==> src/plpa_pkg.sv <==
`timescale 1ns / 1ps
`default_nettype none

package plpa_pkg;

    localparam int LINE_BYTES = 64;
    localparam int POS_W      = $clog2(LINE_BYTES);
    localparam int LEN_W      = $clog2(LINE_BYTES + 1);
    localparam int ADDR_W     = $clog2(2 * LINE_BYTES);
    localparam int CMP_W      = (LEN_W > 7) ? LEN_W : 7;

    localparam logic [7:0] CHAR_CR          = 8'd13;
    localparam logic [7:0] CHAR_LF          = 8'd10;
    localparam logic [7:0] EXTRA_TERM_RESET = 8'd62;

    typedef enum logic [1:0] {
        FUNC_RX      = 2'd0,
        FUNC_RELEASE = 2'd1,
        FUNC_READ    = 2'd2,
        FUNC_NOP     = 2'd3
    } func_t;

    localparam logic CFG_EXTRA_TERM_ENABLE = 1'b0;
    localparam logic CFG_EXTRA_TERM_CHAR   = 1'b1;

    typedef struct packed {
        logic              line_done;
        logic              line_ready;
        logic              ready_bank;
        logic [LEN_W-1:0]  ready_length;
        logic              rd_hit;
    } plpa_status_t;

    typedef struct packed {
        logic              wr_en;
        logic [ADDR_W-1:0] wr_addr;
        logic [7:0]        wr_data;
        logic              rd_en;
        logic [ADDR_W-1:0] rd_addr;
    } plpa_mem_req_t;

endpackage

`default_nettype wire

==> src/plpa_mem.sv <==
`timescale 1ns / 1ps
`default_nettype none

module plpa_mem (
    input  wire logic                   clk,
    input  wire plpa_pkg::plpa_mem_req_t req,
    output logic [7:0]                  rd_data
);
    import plpa_pkg::*;

    logic [7:0] store [2 * LINE_BYTES];

    always_ff @(posedge clk)
    begin
        if (req.wr_en)
        begin
            store[req.wr_addr] <= req.wr_data;
        end
        if (req.rd_en)
        begin
            rd_data <= store[req.rd_addr];
        end
    end

endmodule

`default_nettype wire

==> src/plpa_ctrl.sv <==
`timescale 1ns / 1ps
`default_nettype none

module plpa_ctrl (
    input  wire logic                    clk,
    input  wire logic                    rst_n,
    input  wire logic                    fire,
    input  wire logic [1:0]              func,
    input  wire logic [7:0]              rx_byte,
    input  wire logic [5:0]              read_index,
    input  wire logic                    extra_term_enable,
    input  wire logic [7:0]              extra_term_char,
    output plpa_pkg::plpa_mem_req_t      mem_req,
    output plpa_pkg::plpa_status_t       status
);
    import plpa_pkg::*;

    logic [POS_W-1:0] write_position_reg, write_position_next;
    logic             write_bank_reg, write_bank_next;
    logic             read_bank_valid_reg, read_bank_valid_next;
    logic             read_bank_reg, read_bank_next;
    logic [LEN_W-1:0] len0_reg, len0_next;
    logic [LEN_W-1:0] len1_reg, len1_next;

    logic [LEN_W-1:0] pos_inc;
    logic             is_term;
    logic             line_end;
    logic             done;
    logic [LEN_W-1:0] cur_len;
    logic [CMP_W-1:0] idx_ext;
    logic [POS_W-1:0] idx_pos;
    logic [LEN_W-1:0] new_len;

    always_comb
    begin
        pos_inc  = LEN_W'(write_position_reg) + LEN_W'(1);
        is_term  = (rx_byte == CHAR_CR) || (rx_byte == CHAR_LF)
                   || (extra_term_enable && (rx_byte == extra_term_char));
        line_end = (pos_inc == LEN_W'(LINE_BYTES)) || is_term;
        cur_len  = read_bank_reg ? len1_reg : len0_reg;
        idx_ext  = CMP_W'(read_index);
        idx_pos  = POS_W'(idx_ext);

        write_position_next  = write_position_reg;
        write_bank_next      = write_bank_reg;
        read_bank_valid_next = read_bank_valid_reg;
        read_bank_next       = read_bank_reg;
        len0_next            = len0_reg;
        len1_next            = len1_reg;
        done                 = 1'b0;

        mem_req.wr_en   = 1'b0;
        mem_req.wr_addr = write_bank_reg ? ADDR_W'(LINE_BYTES) + ADDR_W'(write_position_reg)
                                         : ADDR_W'(write_position_reg);
        mem_req.wr_data = rx_byte;
        mem_req.rd_en   = 1'b0;
        mem_req.rd_addr = read_bank_reg ? ADDR_W'(LINE_BYTES) + ADDR_W'(idx_pos)
                                        : ADDR_W'(idx_pos);
        status.rd_hit   = 1'b0;

        case (func)
            FUNC_RX:
            begin
                mem_req.wr_en = fire;
                if (line_end)
                begin
                    write_position_next = '0;
                    // a terminator as first byte is dropped
                    if (pos_inc != LEN_W'(1))
                    begin
                        done                 = 1'b1;
                        read_bank_next       = write_bank_reg;
                        read_bank_valid_next = 1'b1;
                        write_bank_next      = ~write_bank_reg;
                        if (write_bank_reg)
                        begin
                            len1_next = pos_inc;
                        end
                        else
                        begin
                            len0_next = pos_inc;
                        end
                    end
                end
                else
                begin
                    write_position_next = POS_W'(pos_inc);
                end
            end
            FUNC_RELEASE:
            begin
                if (read_bank_valid_reg)
                begin
                    // writer already on the ready bank: the other one holds a line too
                    if (read_bank_reg == write_bank_reg)
                    begin
                        read_bank_next = ~write_bank_reg;
                    end
                    else
                    begin
                        read_bank_valid_next = 1'b0;
                    end
                end
            end
            FUNC_READ:
            begin
                status.rd_hit = read_bank_valid_reg
                                && (idx_ext < CMP_W'(cur_len))
                                && (idx_ext < CMP_W'(LINE_BYTES));
                mem_req.rd_en = fire && status.rd_hit;
            end
            default:
            begin
            end
        endcase

        new_len = read_bank_next ? len1_next : len0_next;

        status.line_done    = done;
        status.line_ready   = read_bank_valid_next;
        status.ready_bank   = read_bank_valid_next && read_bank_next;
        status.ready_length = read_bank_valid_next ? new_len : '0;
    end

    always_ff @(posedge clk or negedge rst_n)
    begin
        if (!rst_n)
        begin
            write_position_reg  <= '0;
            write_bank_reg      <= 1'b0;
            read_bank_valid_reg <= 1'b0;
            read_bank_reg       <= 1'b0;
            len0_reg            <= '0;
            len1_reg            <= '0;
        end
        else if (fire)
        begin
            write_position_reg  <= write_position_next;
            write_bank_reg      <= write_bank_next;
            read_bank_valid_reg <= read_bank_valid_next;
            read_bank_reg       <= read_bank_next;
            len0_reg            <= len0_next;
            len1_reg            <= len1_next;
        end
    end

endmodule

`default_nettype wire

==> src/ping_pong_line_assembler.sv <==
`timescale 1ns / 1ps
`default_nettype none

// pipeline: input register, then control and store stage, then output register
// throughput: one item per cycle unless out_stall backs up; state update, store
// write and store read all happen in the single stage after the input register
// reset: asynchronous, active low; clears control state and lengths, restores
// config defaults; the line store is not cleared

module ping_pong_line_assembler (
    input  wire logic       clk,
    input  wire logic       rst_n,
    input  wire logic       in_valid,
    output logic            in_stall,
    input  wire logic [1:0] func,
    input  wire logic [7:0] rx_byte,
    input  wire logic [5:0] read_index,
    output logic            out_valid,
    input  wire logic       out_stall,
    output logic            line_done,
    output logic            line_ready,
    output logic            ready_bank,
    output logic [6:0]      ready_length,
    output logic [7:0]      read_data,
    input  wire logic       cfg_wr_en,
    input  wire logic       cfg_index,
    input  wire logic [7:0] cfg_data
);
    import plpa_pkg::*;

    logic        extra_term_enable_reg;
    logic [7:0]  extra_term_char_reg;

    logic        v1_reg;
    logic [1:0]  func_reg;
    logic [7:0]  rx_byte_reg;
    logic [5:0]  read_index_reg;

    logic         v2_reg;
    plpa_status_t status_reg;
    plpa_status_t status_next;

    logic        v3_reg;

    logic          adv3;
    logic          adv2;
    logic          adv1;
    logic          fire12;
    plpa_mem_req_t mem_req;
    logic [7:0]    mem_rd_data;

    assign adv3     = !v3_reg || !out_stall;
    assign adv2     = !v2_reg || adv3;
    assign adv1     = !v1_reg || adv2;
    assign fire12   = v1_reg && adv2;
    assign in_stall = !adv1;
    assign out_valid = v3_reg;

    plpa_ctrl u_ctrl (
        .clk               (clk),
        .rst_n             (rst_n),
        .fire              (fire12),
        .func              (func_reg),
        .rx_byte           (rx_byte_reg),
        .read_index        (read_index_reg),
        .extra_term_enable (extra_term_enable_reg),
        .extra_term_char   (extra_term_char_reg),
        .mem_req           (mem_req),
        .status            (status_next)
    );

    plpa_mem u_mem (
        .clk     (clk),
        .req     (mem_req),
        .rd_data (mem_rd_data)
    );

    always_ff @(posedge clk or negedge rst_n)
    begin
        if (!rst_n)
        begin
            extra_term_enable_reg <= 1'b0;
            extra_term_char_reg   <= EXTRA_TERM_RESET;
        end
        else if (cfg_wr_en)
        begin
            case (cfg_index)
                CFG_EXTRA_TERM_ENABLE: extra_term_enable_reg <= cfg_data[0];
                CFG_EXTRA_TERM_CHAR:   extra_term_char_reg   <= cfg_data;
                default:
                begin
                end
            endcase
        end
    end

    always_ff @(posedge clk or negedge rst_n)
    begin
        if (!rst_n)
        begin
            v1_reg <= 1'b0;
            v2_reg <= 1'b0;
            v3_reg <= 1'b0;
        end
        else
        begin
            if (adv1)
            begin
                v1_reg <= in_valid;
            end
            if (adv2)
            begin
                v2_reg <= v1_reg;
            end
            if (adv3)
            begin
                v3_reg <= v2_reg;
            end
        end
    end

    always_ff @(posedge clk)
    begin
        if (adv1 && in_valid)
        begin
            func_reg       <= func;
            rx_byte_reg    <= rx_byte;
            read_index_reg <= read_index;
        end
        if (fire12)
        begin
            status_reg <= status_next;
        end
        if (adv3 && v2_reg)
        begin
            line_done    <= status_reg.line_done;
            line_ready   <= status_reg.line_ready;
            ready_bank   <= status_reg.ready_bank;
            ready_length <= 7'(status_reg.ready_length);
            // store data is only meaningful on a hit
            read_data    <= status_reg.rd_hit ? mem_rd_data : 8'd0;
        end
    end

endmodule

`default_nettype wire

==> config.mk <==
export PLATFORM = sky130hd
export DESIGN_NAME = ping_pong_line_assembler
export DESIGN_NICKNAME = d
export VERILOG_FILES = /design/src/plpa_pkg.sv /design/src/plpa_mem.sv /design/src/plpa_ctrl.sv /design/src/ping_pong_line_assembler.sv
export SDC_FILE = /design/constraint.sdc
export NUM_CORES = 1
export LEC_CHECK = 0
export ABC_CLOCK_PERIOD_IN_PS = 7500
export BUFFER_PORTS_ARGS = -buffer_cell sky130_fd_sc_hd__buf_2
export CAP_MARGIN = 10
export CELL_PAD_IN_SITES_DETAIL_PLACEMENT = 0
export CELL_PAD_IN_SITES_GLOBAL_PLACEMENT = 1
export CORE_MARGIN = 2
export CORE_UTILIZATION = 60
export CTS_CLUSTER_DIAMETER = 30
export CTS_CLUSTER_SIZE = 14
export DETAILED_ROUTE_END_ITERATION = 12
export PLACE_DENSITY = 0.9
export SYNTH_ARGS = -nofsm -noshare
export SYNTH_HDL_FRONTEND = slang
export SYNTH_SLANG_ARGS = --single-unit
==> constraint.sdc <==
create_clock -name clk -period 7.5 [get_ports clk]
set_input_delay 0.75 -clock clk [delete_from_list [all_inputs] [get_ports clk]]
set_output_delay 0.75 -clock clk [all_outputs]
set_load 0.03 [all_outputs]
Word-level counts from Yosys, hierarchy flattened
Memory sizes are Yosys's and may differ from the RTL's. A register that Yosys moved wholly into a read port is not among the register bits.
Index checks and enable logic that the tools add are counted.
{"block": "word_totals", "register_bits": 80, "ramBits": 1024, "input_bits": 30, "out_inout_bits": 20, "wordCells": 91, "mem_count": 1}
{"block": "op_classes", "addsub": 3, "magnitude_cmp": 1, "n_eq_ne": 8, "muxes": 28, "n_bitwise": 2, "reduce_logical": 24}
{"memory": "u_mem.store", "words": 128, "word_bits": 8, "read_ports": 1, "rd_ports_with_merged_regs": 1, "wr": 1, "line": "plpa_mem.sv:11", "source": "logic [7:0] store [2 * LINE_BYTES];"}
{"operator": "7-bit 2-to-1 mux", "count": 12}
{"operator": "8-bit by 4-bit == test with 1-bit output (second input constant)", "count": 2}
{"operator": "7-bit by 6-bit adder with 7-bit output (first input constant)", "count": 2}
{"operator": "1-bit 2-to-1 mux", "count": 13}
{"operator": "8-bit == test", "count": 1}
{"operator": "2-bit AND reduction", "count": 4}
{"operator": "6-bit by 1-bit adder with 7-bit output (second input constant)", "count": 1}
{"operator": "7-bit == test (second input constant)", "count": 1}
{"operator": "1-bit logical AND", "count": 7}
{"operator": "6-bit by 7-bit less-than comparator with 1-bit output", "count": 1}
{"operator": "7-bit by 1-bit inequality test with 1-bit output (second input constant)", "count": 1}
{"operator": "1-bit logical OR", "count": 6}
{"operator": "6-bit 2-to-1 mux", "count": 1}
{"operator": "1-bit logical NOT", "count": 5}
{"operator": "1-bit one-hot mux with 2 select lines", "count": 2}
{"operator": "4-bit AND reduction", "count": 1}
{"operator": "2-bit by 1-bit == test with 1-bit output (second input constant)", "count": 1}
{"operator": "2-bit == test (second input constant)", "count": 1}
{"operator": "2-bit logical NOT", "count": 1}
{"operator": "1-bit inverter", "count": 2}
{"operator": "1-bit == test", "count": 1}

Logic depth before layout (Yosys ltp)
{"block": "depth", "depth_word": 7, "depth_mapped": 10}

By module
From an unflattened synthesis, not the netlist that was laid out.
{"block": "unflattened", "cells_unflattened": 1927, "hier_area_um2": 43541.8}
{"module": "plpa_mem", "n_inst": 1, "cells_per_inst": 1635, "area_each_um2": 39745.6}
{"module": "plpa_ctrl", "n_inst": 1, "cells_per_inst": 207, "area_each_um2": 1919.3}
{"module": "ping_pong_line_assembler", "n_inst": 1, "cells_per_inst": 85, "area_each_um2": 1876.8}

Worst setup path before layout
OpenSTA, ideal clock, no wires.
{"block": "synth_path", "path_type": "reg2reg", "startpoint": "register rx_byte_reg[2]", "endpoint": "register status_reg[4] (netlist bit) (data pin)", "setup_ns": 0.255, "arrival_ns": 3.609, "required_time_ns": 7.245, "slack_ns": 3.636, "stages_incl_launch_ff": 9, "period_less_slack_ns": 3.864, "path_cell_list": "edfxtp_1 -> and3b_1 -> o211ai_1 -> o31a_1 -> a221o_1 -> buf_2 -> mux2i_1 -> mux2_2 -> and2_1"}
{"block": "synth_via", "elab_chain_cells": 7, "elab_cells_between_ends": 16, "classes_between": "3 x eq/ne; 9 x mux; 4 x reduce/logical"}
{"element": "start: declaration", "line": "ping_pong_line_assembler.sv:36", "source": "logic [7:0] rx_byte_reg;"}
{"element": "start signal: assignment", "line": "ping_pong_line_assembler.sv:127", "source": "rx_byte_reg <= rx_byte;"}
{"element": "8-bit by 4-bit == test with 1-bit output or 8-bit == test (tied branches)", "line": "plpa_ctrl.sv:37, plpa_ctrl.sv:38"}
{"element": "1-bit logical OR or 1-bit logical AND (tied branches)", "line": "plpa_ctrl.sv:37, plpa_ctrl.sv:38"}
{"element": "1-bit logical OR (*)", "line": "plpa_ctrl.sv:38", "source": "|| (extra_term_enable && (rx_byte == extra_term_char));"}
{"element": "1-bit logical OR (*)", "line": "plpa_ctrl.sv:39", "source": "line_end = (pos_inc == LEN_W'(LINE_BYTES)) || is_term;"}
{"element": "1-bit 2-to-1 mux or 7-bit 2-to-1 mux (tied branches)", "line": "plpa_ctrl.sv:65", "source": "if (line_end)"}
{"element": "1-bit one-hot mux with 2 select lines or 7-bit 2-to-1 mux (tied branches)", "line": "plpa_ctrl.sv:61", "source": "case (func)"}
{"element": "7-bit 2-to-1 mux", "line": "plpa_ctrl.sv:117", "source": "new_len = read_bank_next ? len1_next : len0_next;"}
{"element": "end signal: assignment", "line": "ping_pong_line_assembler.sv:132", "source": "status_reg <= status_next;"}
{"element": "end: declaration", "line": "ping_pong_line_assembler.sv:40", "source": "plpa_status_t status_reg;"}
Mark *: on every way between the ends. The rest lies on a longest branch, timed or not.
A chain may end at the register's enable or synchronous reset.

Worst setup path after layout
{"block": "layout_path", "startpoint": "register v3_reg, in the netlist out_valid", "endpoint": "memory u_mem.store[22][0], enable pin"}
{"block": "layout_via", "elab_chain_cells": 7}
{"element": "start: declaration", "line": "ping_pong_line_assembler.sv:43", "source": "logic v3_reg;"}
{"element": "start signal: assignment", "line": "ping_pong_line_assembler.sv:117", "source": "v3_reg <= v2_reg;"}
{"element": "1-bit logical NOT", "line": "ping_pong_line_assembler.sv:52", "source": "assign adv3 = !v3_reg || !out_stall;"}
{"element": "1-bit logical OR", "line": "ping_pong_line_assembler.sv:52"}
{"element": "1-bit logical OR", "line": "ping_pong_line_assembler.sv:53", "source": "assign adv2 = !v2_reg || adv3;"}
{"element": "1-bit logical AND", "line": "ping_pong_line_assembler.sv:55", "source": "assign fire12 = v1_reg && adv2;"}
{"element": "1-bit 2-to-1 mux", "line": "plpa_ctrl.sv:61"}
{"element": "1-bit 2-to-1 mux", "line": "plpa_mem.sv:15", "source": "if (req.wr_en)"}
{"element": "1-bit 2-to-1 mux (not written as such)", "line": "plpa_mem.sv:17", "source": "store[req.wr_addr] <= req.wr_data;"}
{"element": "end: declaration", "line": "plpa_mem.sv:11"}
Every way passes these cells.

==> metrics.cfg <==
[power]
power_switching_uw=3833
ir_worst_vdd_mv=0.2965
p_leak_uw=0.01618
pwr-share-clk_pct=50.0
p_per_area_nw_per_um2=314.0
combPwrFrac_pct=5.9
intPower_uw=11980
pwr-share-seq_pct=44.2
p_sw_share_pct=24.24

[critical_path]
cp_data_arrival_time_ns=4.64
required_ns=7.86
crit_type=flop to flop
crit_path_start_kind=flop
critPathCaptureType=flop
path_max_fanout=16

[logic_synthesis]
async_reset_ff_share_pct=3.147
synth_warnings=0
synth.avg_cell_area_um2=22.59
post_synth_num_cell_types=49
yosysSeqAreaShare_pct=76.56
synth_compound_area_share_pct=0.9919
yosys.cell_count.top_type=edfxtp_1
syn_nets=1959
synthAdderAreaFrac_pct=0.2307
synth_top_family_by_area=multiplexers
yosysTopAreaCellShare_pct=74.53
post-synth-top-area-cell=edfxtp_1
synth_area_um2=43390
synth_top_flop_cell=edfxtp_1
ys_seq_elements=1112
synthMuxAreaShare_pct=18.30
synth_common_cells=edfxtp_1 (1077), mux4_2 (328), nor2_1 (144)
netlist_instances=1921
synth_xor_area_share_pct=0.3431
synth-simple-area-share_pct=2.408
synth-edff-count=1077
synthTopCellsByArea=edfxtp_1 (75%), mux4_2 (17%), dfrtp_1 (1.7%)

[sta]
finalMaxSlewViolations=0
max-slew-margin-rel_pct=17.83
setup_tns_ns=0
skew_ns=0.02664
worst_slew_pin_slew_ns=1.233
max_freq_mhz=233.9
finalSetupViolations=0
fin_ws_ns=3.224
hold_viol_final=0
fin_crit_sh_pct=57.01
fin_crit_ns=4.276
grt_setup_unrepaired=no

[global_routing]
antenna_found_initial=3
grt_pass1_wl_mm=162.0
grt_pass1_vias=22507
grt.total_usage_pct=30.73
grt_max_degree=164
grt-ovfl-total=0

[placed_design]
gp_congestion=0.8731
dpl.hpwl_mm=56.88
io_buffers=49
dp_slack_ns=3.076

[clock_network]
hold_buffers=0
cts_root_buf=clkbuf_16
clkLatencyLatePin_ns=0.75
cts.sinks=1112
cts_tree=yes
path_clk_slew_ns=0.06
cts_resized=0
cts_buffers=163
cts_setup_buffers=0
cts_htree_levels=4
cts_buffer_depth=3

[detailed_routing]
drc=0
vias=22299
drt_iter0_drc=3501
wl_per_cell_um=34.97
ant_nets=0
avgViaCountPerCell=7.050
first_pass_iters=7
totalWireLength_mm=110.6

[die]
core-area_um2=71490
die-area_um2=74490
initial_core_util_pct=60.70
pin_count=50
die_x_um=272.9
die_h_um=272.9
num_rows=98

[layout]
nets=2108
nFillCells=3765
largest_reg_flops=1024
syn_to_final_growth_pct=16.08
drive_gt1_share_pct=32.88

[hold_path]
min_path_type=input pin to async pin

[status]
run_status=finished clean

[run]
cap_violations=0

-- critical path, stage by stage (launching register included) --
cell	delay, ns
dfrtp_1	0.41
nand3_1	0.13
nand2_1	0.25
nor3_1	0.99
nand3_2	1.14
nor2_1	0.97
-- layout by cell type, fill, tap and decap left out, types with 10 or more instances in the layout --
cell type	instances
nand3_1	11
clkinv_4	16
o21ai_0	13
nor2_1	144
mux2_2	17
and2_1	15
bufinv_16	17
dfrtp_1	30
clkinvlp_4	13
mux2i_1	36
nand2_1	40
buf_4	29
buf_2	49
clkbuf_16	163
o21a_1	10
inv_6	40
edfxtp_1	1077
inv_8	13
xnor2_1	12
mux4_2	328
clkinv_2	13
-- stage by stage --
stage	power [uW]	std cells	hold WS [ns]	utilization, %	cell area [um2]
after floorplan	7673	1921	0.4003	-	43390
after global placement	7965	2855	0.4062	62.46	44650
after detailed placement	7990	2855	0.4045	62.46	44650
after CTS	15840	3161	0.1195	70.45	50360
after global routing	16130	3161	0.1630	70.45	50360
final	15810	3163	0.1354	70.46	50370
-- cells by family after synthesis --
family / after synthesis
flip-flops: 1112
buffers and inverters: 104
adder cells (fa/ha/maj): 8
XOR/XNOR: 17
AO/OA/AOI/OAI: 58
AND/OR/NAND/NOR: 241
multiplexers: 381
-- cell type report --
class | instances | area, um2 | share of cell area [%]
Antenna cell | 2 | 5.005 | 0.009936
Clock buffer | 172 | 4123 | 8.185
Clock inverter | 134 | 1590 | 3.157
Inverter | 7 | 26.28 | 0.05217
Multi-Input combinational cell | 705 | 9689 | 19.24
Sequential cell | 1112 | 33220 | 65.96
Tap cell | 950 | 1189 | 2.360
Timing Repair Buffer | 81 | 523.0 | 1.038
-- final timing paths --
check / from / endpoint / slack [ns] / depth (start not counted)
max reg2reg: out_valid / u_mem.store[22][0] / 3.22 / 5
max: out_valid / u_mem.store[22][0] / 3.22 / 5
max in group asynchronous: rst_n / u_ctrl.len0_reg[4] / 6.79 / 1
min: rst_n / u_ctrl.len0_reg[3] / 0.14 / 1
min reg2reg: status_reg[2] / ready_length[1] / 0.41 / 0
min in group clk: rx_byte[4] / rx_byte_reg[4] / 0.18 / 1
-- metal layers --
layer  share of wire, %  up-vias  track usage, %
li1                   -     8425               -
met1                 36    11689           42.72
met2                 48     1907           48.32
met3                 12      274           7.460
met4                3.6        4           11.34
met5              0.030        -               0
-- power by group through the flow --
stage	clock network [uW]	logic (uW)	registers, uW
finish	7900	931	6980
global route	8170	968	6980
CTS	7940	923	6980
detailed placement	0	890	7100
global placement	0	869	7100
floorplan	0	537	7140
Power figures use the tool's default switching activity.
